**config.mk**
```make
export PLATFORM = sky130hd
export DESIGN_NAME = register_write_packet_framer
export DESIGN_NICKNAME = d
export VERILOG_FILES = /design/src/rwpf_pkg.sv /design/src/register_write_packet_framer.sv /design/src/rwpf_byte_ser.sv
export VERILOG_INCLUDE_DIRS = /design/src /design/src/src
export SDC_FILE = /design/constraint.sdc
export NUM_CORES = 1
export LEC_CHECK = 0
export ABC_AREA = 1
export BUFFER_PORTS_ARGS = -buffer_cell sky130_fd_sc_hd__clkbuf_2
export CAP_MARGIN = 20
export CORE_AREA = 2 2 107 109
export CTS_BUF_LIST = sky130_fd_sc_hd__clkbuf_4 sky130_fd_sc_hd__clkbuf_8
export CTS_CLUSTER_SIZE = 20
export DETAILED_ROUTE_END_ITERATION = 10
export DIE_AREA = 0 0 109 111
export PLACE_DENSITY = 0.76
export SLEW_MARGIN = 0
export SYNTH_ARGS = -nofsm -noshare
export SYNTH_HDL_FRONTEND = slang
export SYNTH_SLANG_ARGS = --single-unit
export TNS_END_PERCENT = 10
```
**constraint.sdc**
```tcl
create_clock -name clk -period 9 [get_ports clk]
set_input_delay 0.9 -clock clk [delete_from_list [all_inputs] [get_ports clk]]
set_output_delay 0.9 -clock clk [all_outputs]
set_load 0.01 [all_outputs]
```
**src/register_write_packet_framer_defines.svh**
```systemverilog
// Assertion macros shared by the register write packet framer RTL.
// Depends on nothing; each user supplies clk and rst_n in scope.
`ifndef REGISTER_WRITE_PACKET_FRAMER_DEFINES_SVH
`define REGISTER_WRITE_PACKET_FRAMER_DEFINES_SVH

// Same-cycle implication, checked out of reset.
`define RWPF_ASSERT_IMPL(label, ante, cons) \
    label: assert property (@(posedge clk) disable iff (!rst_n) (ante) |-> (cons)) \
        else $error("rwpf implication check failed");

// Next-cycle implication, checked out of reset.
`define RWPF_ASSERT_NEXT(label, ante, cons) \
    label: assert property (@(posedge clk) disable iff (!rst_n) (ante) |=> (cons)) \
        else $error("rwpf next-cycle check failed");

`endif

```
**src/rwpf_pkg.sv**
```systemverilog
// Shared types, codes and helpers for the register write packet framer.
// Depends on nothing; used by rwpf_byte_ser and register_write_packet_framer.
package rwpf_pkg;

    localparam int FRAME_MAX = 8;
    localparam int CNT_W     = $clog2(FRAME_MAX + 1);

    // item kind carried in the input tuser
    localparam logic MODE_START = 1'b0;
    localparam logic MODE_DATA  = 1'b1;

    // configuration register indexes
    localparam logic REG_IO_CMD   = 1'b0;
    localparam logic REG_ADDR_CMD = 1'b1;

    // size codes in the low bits of command bytes
    localparam logic [1:0] SZ_ADDR   = 2'd2;
    localparam logic [1:0] SZ_LEN    = 2'd1;
    localparam logic [1:0] SZ_CHUNK4 = 2'd3;
    localparam logic [1:0] SZ_CHUNK2 = 2'd2;
    localparam logic [1:0] SZ_CHUNK1 = 2'd1;

    typedef struct packed {
        logic [7:0] data;
        logic       cmd;
        logic       last;
    } byte_ent_t;

    typedef struct packed {
        logic [CNT_W-1:0]               count;
        byte_ent_t [FRAME_MAX-1:0]      ent;
    } frame_t;

    function automatic logic [7:0] cmd_byte(input logic [7:0] base, input logic [1:0] sel,
                                            input logic [1:0] code);
        return base | {4'b0000, sel, code};
    endfunction

endpackage

```
**src/register_write_packet_framer.sv**
```systemverilog
// Register write packet framer, top level.
// Depends on rwpf_pkg, rwpf_byte_ser and register_write_packet_framer_defines.svh.
//
// Channel   | Direction | Handshake              | Payload
// ----------+-----------+------------------------+------------------------------------------
// s_axis    | in        | tvalid/tready          | tuser {target_select, mode}, tdata 64 bits
// m_axis    | out       | tvalid/tready          | tdata out_byte, tuser is_command, tlast end
// cfg       | in        | cfg_we (no wait)       | cfg_index, cfg_data 8 bits
//
// A start beat yields 5 output beats (zero count) or 8; a data beat inside a packet
// yields 3 beats when it opens a chunk and 2 otherwise; a data beat outside a packet
// yields none and is absorbed once the output buffer is free. The rate is set by the one-byte output
// link: the next input beat is taken in the cycle the last byte of the previous one
// leaves, so a new item is not taken while bytes of the previous one remain.
// Reset clears the packet state, the command bases and the output byte count (not the held bytes); no sweep.
// A stall on m_axis holds the buffered bytes and backs up into s_axis tready.
`include "register_write_packet_framer_defines.svh"

module register_write_packet_framer
(
    input  logic        clk,
    input  logic        rst_n,
    // input stream
    input  logic        s_axis_tvalid,
    output logic        s_axis_tready,
    input  logic [63:0] s_axis_tdata,   // [31:0] start_address, [47:32] word_count,
                                        // [63:48] data_word
    input  logic [2:0]  s_axis_tuser,   // [0] mode, [2:1] target_select
    // output stream
    output logic        m_axis_tvalid,
    input  logic        m_axis_tready,
    output logic [7:0]  m_axis_tdata,   // [7:0] out_byte
    output logic        m_axis_tuser,   // [0] is_command
    output logic        m_axis_tlast,   // packet_end
    // configuration writes
    input  logic        cfg_we,
    input  logic        cfg_index,
    input  logic [7:0]  cfg_data
);

    // input field split
    logic        mode;
    logic [1:0]  target_select;
    logic [31:0] start_address;
    logic [15:0] word_count;
    logic [15:0] data_word;

    assign mode          = s_axis_tuser[0];
    assign target_select = s_axis_tuser[2:1];
    assign start_address = s_axis_tdata[31:0];
    assign word_count    = s_axis_tdata[47:32];
    assign data_word     = s_axis_tdata[63:48];

    // command bases
    logic [7:0] io_cmd_reg;
    logic [7:0] addr_cmd_reg;

    // packet state
    logic [15:0] words_left_reg;
    logic [15:0] words_left_next;
    logic [2:0]  chunk_left_reg;
    logic [2:0]  chunk_left_next;
    logic [1:0]  held_select_reg;
    logic [1:0]  held_select_next;
    logic        packet_open_reg;
    logic        packet_open_next;

    rwpf_pkg::frame_t    frame;
    rwpf_pkg::byte_ent_t out_ent;
    logic                accept;

    assign accept = s_axis_tvalid && s_axis_tready;

    // Build the whole byte list for the current input beat and the state it leaves.
    always_comb
    begin
        logic       no_data;
        logic [1:0] code;
        logic [2:0] size;

        no_data          = (word_count == 16'd0);
        code             = rwpf_pkg::SZ_CHUNK1;
        size             = 3'd1;
        frame            = '0;
        words_left_next  = words_left_reg;
        chunk_left_next  = chunk_left_reg;
        held_select_next = held_select_reg;
        packet_open_next = packet_open_reg;

        if (mode == rwpf_pkg::MODE_START)
        begin
            // address command and four address bytes, MSB first
            held_select_next   = target_select;
            frame.ent[0].data  = rwpf_pkg::cmd_byte(addr_cmd_reg, target_select,
                                                    rwpf_pkg::SZ_ADDR);
            frame.ent[0].cmd   = 1'b1;
            frame.ent[1].data  = start_address[31:24];
            frame.ent[2].data  = start_address[23:16];
            frame.ent[3].data  = start_address[15:8];
            frame.ent[4].data  = start_address[7:0];
            frame.ent[4].last  = no_data;
            chunk_left_next    = 3'd0;
            if (no_data)
            begin
                frame.count      = rwpf_pkg::CNT_W'(5);
                packet_open_next = 1'b0;
                words_left_next  = 16'd0;
            end
            else
            begin
                // length command and the count, high byte first
                frame.count       = rwpf_pkg::CNT_W'(8);
                frame.ent[5].data = rwpf_pkg::cmd_byte(io_cmd_reg, target_select,
                                                       rwpf_pkg::SZ_LEN);
                frame.ent[5].cmd  = 1'b1;
                frame.ent[6].data = word_count[15:8];
                frame.ent[7].data = word_count[7:0];
                packet_open_next  = 1'b1;
                words_left_next   = word_count;
            end
        end
        else if (!packet_open_reg || (words_left_reg == 16'd0))
        begin
            // drop stray data
            frame.count      = '0;
            packet_open_next = 1'b0;
        end
        else
        begin
            if (words_left_reg >= 16'd4)
            begin
                code = rwpf_pkg::SZ_CHUNK4;
                size = 3'd4;
            end
            else if (words_left_reg >= 16'd2)
            begin
                code = rwpf_pkg::SZ_CHUNK2;
                size = 3'd2;
            end

            if (chunk_left_reg == 3'd0)
            begin
                // open a chunk ahead of the word
                frame.count       = rwpf_pkg::CNT_W'(3);
                frame.ent[0].data = rwpf_pkg::cmd_byte(io_cmd_reg, held_select_reg, code);
                frame.ent[0].cmd  = 1'b1;
                frame.ent[1].data = data_word[15:8];
                frame.ent[2].data = data_word[7:0];
                frame.ent[2].last = (words_left_reg == 16'd1);
                chunk_left_next   = size - 3'd1;
            end
            else
            begin
                frame.count       = rwpf_pkg::CNT_W'(2);
                frame.ent[0].data = data_word[15:8];
                frame.ent[1].data = data_word[7:0];
                frame.ent[1].last = (words_left_reg == 16'd1);
                chunk_left_next   = chunk_left_reg - 3'd1;
            end

            words_left_next = words_left_reg - 16'd1;
            if (words_left_reg == 16'd1)
            begin
                packet_open_next = 1'b0;
                chunk_left_next  = 3'd0;
            end
        end
    end

    always_ff @(posedge clk or negedge rst_n)
    begin
        if (!rst_n)
        begin
            io_cmd_reg      <= 8'd0;
            addr_cmd_reg    <= 8'd0;
            words_left_reg  <= 16'd0;
            chunk_left_reg  <= 3'd0;
            held_select_reg <= 2'd0;
            packet_open_reg <= 1'b0;
        end
        else
        begin
            if (cfg_we)
            begin
                case (cfg_index)
                    rwpf_pkg::REG_IO_CMD:   io_cmd_reg   <= cfg_data;
                    rwpf_pkg::REG_ADDR_CMD: addr_cmd_reg <= cfg_data;
                    default:                io_cmd_reg   <= io_cmd_reg;
                endcase
            end
            if (accept)
            begin
                words_left_reg  <= words_left_next;
                chunk_left_reg  <= chunk_left_next;
                held_select_reg <= held_select_next;
                packet_open_reg <= packet_open_next;
            end
        end
    end

    // Output buffer: takes a built frame and plays it out a beat at a time.
    rwpf_byte_ser u_ser
    (
        .clk        (clk),
        .rst_n      (rst_n),
        .frame_in   (frame),
        .load_valid (s_axis_tvalid),
        .load_ready (s_axis_tready),
        .out_valid  (m_axis_tvalid),
        .out_ready  (m_axis_tready),
        .out_ent    (out_ent)
    );

    assign m_axis_tdata = out_ent.data;
    assign m_axis_tuser = out_ent.cmd;
    assign m_axis_tlast = out_ent.last;

    `RWPF_ASSERT_IMPL(a_open_has_words, packet_open_reg, words_left_reg != 16'd0)
    `RWPF_ASSERT_IMPL(a_closed_no_chunk, !packet_open_reg, chunk_left_reg == 3'd0)
    `RWPF_ASSERT_IMPL(a_chunk_bound, 1'b1, chunk_left_reg <= 3'd3)

endmodule

```
**src/rwpf_byte_ser.sv**
```systemverilog
// Byte serializer: holds one item's framed bytes and hands them out one beat each.
// Depends on rwpf_pkg and register_write_packet_framer_defines.svh.
`include "register_write_packet_framer_defines.svh"

module rwpf_byte_ser
(
    input  logic               clk,
    input  logic               rst_n,
    input  rwpf_pkg::frame_t   frame_in,
    input  logic               load_valid,
    output logic               load_ready,
    output logic               out_valid,
    input  logic               out_ready,
    output rwpf_pkg::byte_ent_t out_ent
);

    rwpf_pkg::byte_ent_t [rwpf_pkg::FRAME_MAX-1:0] buf_reg;
    rwpf_pkg::byte_ent_t [rwpf_pkg::FRAME_MAX-1:0] buf_next;
    logic [rwpf_pkg::CNT_W-1:0] rem_reg;
    logic [rwpf_pkg::CNT_W-1:0] rem_next;
    logic take;
    logic load;

    assign out_valid  = (rem_reg != '0);
    assign out_ent    = buf_reg[0];
    assign take       = out_valid && out_ready;
    // free when empty, or when the last held byte leaves this cycle
    assign load_ready = (rem_reg == '0) ||
                        ((rem_reg == rwpf_pkg::CNT_W'(1)) && take);
    assign load       = load_valid && load_ready;

    always_comb
    begin
        buf_next = buf_reg;
        rem_next = rem_reg;
        if (load)
        begin
            buf_next = frame_in.ent;
            rem_next = frame_in.count;
        end
        else if (take)
        begin
            // advance: next byte moves to the head
            for (int i = 0; i < rwpf_pkg::FRAME_MAX - 1; i++)
            begin
                buf_next[i] = buf_reg[i+1];
            end
            rem_next = rem_reg - rwpf_pkg::CNT_W'(1);
        end
    end

    always_ff @(posedge clk or negedge rst_n)
    begin
        if (!rst_n)
        begin
            rem_reg <= '0;
        end
        else
        begin
            rem_reg <= rem_next;
        end
    end

    always_ff @(posedge clk)
    begin
        buf_reg <= buf_next;
    end

    `RWPF_ASSERT_NEXT(a_load_count, load, rem_reg == $past(frame_in.count))
    `RWPF_ASSERT_NEXT(a_take_count, take && !load, rem_reg == $past(rem_reg) - rwpf_pkg::CNT_W'(1))
    `RWPF_ASSERT_IMPL(a_rem_bound, 1'b1, rem_reg <= rwpf_pkg::CNT_W'(rwpf_pkg::FRAME_MAX))

endmodule
```
==> summary.txt <==
Global route
  – Initial antenna violation count: 0
  – Vias in the first global route: 4,800
  – GRT Resource Usage Total: 24.5%
  – Largest net degree at the start of global routing: 65
  – Grt met2 use: 41.1%
  – Met1 Use GR: 30.7%
  – First-pass GRT wire length: 22,800 um
  – Most Used Layer, Global Route: met2
  – Gr ovfl total: 0
  – M3 GR Usage: 5.41%

STA
  – Fin crit period: 3.11 ns
  – RSZ-0062 raised after global routing: false
  – Worst-Margin Slew: 1.00 ns
  – Clock Skew: 0.0138 ns
  – Final period utilization: 34.5%
  – Peak Freq: 322 MHz
  – Fin Setup TNS: 0 ns
  – Max_slew headroom: 33.0%
  – Fin. Hold Viols: 0
  – Final Max Slew Viols: 0
  – Endpoints failing setup: 0

Clock tree
  – TritonCTS buffer count: 17
  – CTS tree: built
  – Clk_lat worst skew: 0.45 ns
  – H-tree depth: 4
  – Clock Path Buffers: 2
  – Root buffer cell: clkbuf_8
  – Clock Sink Count: 116
  – CTS clk-pin slew, worst paths: 0.07 ns
  – Post-CTS Resized: 0
  – Postcts setup bufs: 0
  – Post-CTS Hold Buffers: 0

Logic synthesis
  – Post-Syn Area: 5850 um^2
  – Warnings from Yosys: 0
  – Post-Synthesis Cells: 663
  – Yosys reg bits: 116
  – Synth area leader: edfxtp_1
  – Async S/R FF share, synth: 35.3%
  – Post-synth top flop: edfxtp_1
  – Syn_nets: 750
  – Area contributors post-synth: edfxtp_1 (35%), dfrtp_1 (18%), nand2_1 (12%), nand3_1 (6.9%), o21ai_0 (5.6%)
  – EDFF count, synth: 69
  – Commonest cells post-synth: nand2_1 (182), nand3_1 (81), edfxtp_1 (69)
  – Post-synthesis cell type count: 36
  – Synth Area per Inst: 8.82 um^2
  – Post-synthesis sequential area ratio: 55.0%
  – Most common cell in the netlist: nand2_1
  – Area share of the largest cell type after synthesis: 35.4%

Die
  – Core Rows: 39
  – Die X: 109 um
  – I/O pin total: 93
  – Initial core utilization: 52.8%
  – Core area: 11,100 um^2
  – Die Height: 111 um
  – Die area: 12,100 um^2

Routing
  – Initial DRC Count: 564
  – Total vias in the final route: 4,916
  – Remaining DRCs: 0
  – Total routed wirelength: 14,400 um
  – Via density: 5.51
  – Avg WL per Cell: 16.1 um
  – Post-DRT Antenna Nets: 0
  – Drt pass-1 iters: 6

Run status
  – Status: completed

Worst setup path
  – Max FO, Critical Path: 60
  – Startpoint types: flop
  – Worst path cell trace: inv_1 > ha_1 > nand2_1 > nand2_2 > nand2_4 > nor2_4 > nand2_1 > o21ai_0
  – CP Capture Type: flop
  – Critical path type: flop to flop
  – Worst stage delay on the critical path: 0.91 ns
  – CP dominant cell by count: nand2_1
  – Worst reg2reg setup slack: 5.89 ns
  – Crit path required time: 9.27 ns
  – Slowest cell on crit path: nor2_4
  – Worst EP arrival: 3.37 ns

Placement
  – IO Port Bufs: 92
  – Final GP Congestion: 0.878
  – DPL Wire Length: 10,000 um

Min path
  – Min-Delay Path Class: flop to flop

Power and ir drop
  – Sw Share: 36.0%
  – Logic gate share of total power: 30.8%
  – Clk network pwr share: 25.2%
  – Net switching power: 0.000711 W
  – Final Total Pwr: 0.00197 W
  – Max VDD drop: 0.000146 V
  – Pwr per Cell Area: 295 nW/um^2
  – Seq pwr share: 44.0%
  – Leak: 3.08 nW
  – Internal power: 0.00126 W

Cells and area
  – Nets: 824
  – Fill cells: 950
  – Max reg flops: 65
  – Area grow syn2layout: 14.5%
  – Antenna Cells: 0
  – Fraction of layout cells with a size suffix above 1: 18.7%

Job
  – Max-Cap Viols: 0
[metal layers]
metal	vias to the layer above	share of wire [%]
met5	-	0
met4	0	2.3
met3	28	6.9
met2	199	50
met1	2310	41
li1	2379	-
[cells in the final DEF, fill, tap and decap left out, drive strengths merged, types with 6 or more instances in the layout]
| cell type | Yosys | final |
|---|---|---|
| ha | 6 | 6 |
| dfrtp | 41 | 41 |
| nand3 | 81 | 81 |
| a22oi | 7 | 7 |
| a21oi | 6 | 6 |
| dfxtp | 6 | 6 |
| clkinv | 0 | 6 |
| nor2 | 53 | 53 |
| nand2 | 186 | 186 |
| inv | 60 | 61 |
| a32o | 16 | 16 |
| edfxtp | 69 | 69 |
| clkbuf | 11 | 111 |
| o21ai | 72 | 72 |
[worst max-delay path: cells and delay by family, from the launching register on]
| kind | cells | cell delay [ns] |
|---|---|---|
| simple gates | 5 | 1.93 |
| flops | 1 | 0.40 |
| compound gates | 1 | 0.29 |
| fa+ha+maj | 1 | 0.19 |
| buf+inv | 1 | 0.10 |
[area by class of cell]
class	count	area [um^2]	share of cell area, %
Timing Repair Buffer	95	483	7.21
Sequential cell	116	3220	48.0
Clock inverter	13	159	2.37
Inverter	60	225	3.36
Tap cell	143	179	2.67
Multi-Input combinational cell	447	2190	32.6
Clock buffer	19	249	3.72
[power groups by stage]
stage          Sequential (W)  Clock (W)  Combinational (W)
2_1_floorplan        0.000854          0           0.000464
3_3_place_gp         0.000871          0           0.000580
3_5_place_dp         0.000878          0           0.000601
4_1_cts              0.000867   0.000503           0.000605
5_1_grt              0.000887   0.000523           0.000687
6_report             0.000869   0.000497           0.000607
[through the flow]
step / worst slack, ns / util, % / hold slack [ns] / cell area, um^2 / cells
2_1_floorplan: 5.51 / - / 0.431 / 5850 / 663
3_3_place_gp: 5.70 / 56.8 / 0.448 / 6290 / 861
3_5_place_dp: 5.59 / 56.8 / 0.455 / 6290 / 861
4_1_cts: 5.83 / 60.5 / 0.473 / 6700 / 893
5_1_grt: 5.56 / 60.5 / 0.498 / 6700 / 893
6_report: 5.89 / 60.5 / 0.468 / 6700 / 893
[kinds of logic (layout without fill, tap and decap cells)]
family | after synthesis | count (layout) | share of synthesized area, %
compound gates | 108 | 108 | 11.4
xor+xnor | 6 | 6 | 0.899
fa+ha+maj | 6 | 6 | 1.28
buf+inv | 100 | 187 | 7.64
flops | 116 | 116 | 55.0
simple gates | 327 | 327 | 23.8
[final timing paths]
check / endpoint / cells past startpoint / startpoint
min in group asynchronous: words_left_reg[2] / 2 / rst_n
worst min-delay path: u_ser.buf_reg[21] / 2 / u_ser.buf_reg[21]
worst max register to register: u_ser.buf_reg[53] / 8 / u_ser.rem_reg[0]
worst max-delay path: u_ser.buf_reg[53] / 8 / u_ser.rem_reg[0]
max in group asynchronous: addr_cmd_reg[0] / 2 / rst_n
worst min register to register: u_ser.buf_reg[21] / 2 / u_ser.buf_reg[21]
(Power assumes the default switching activity.)
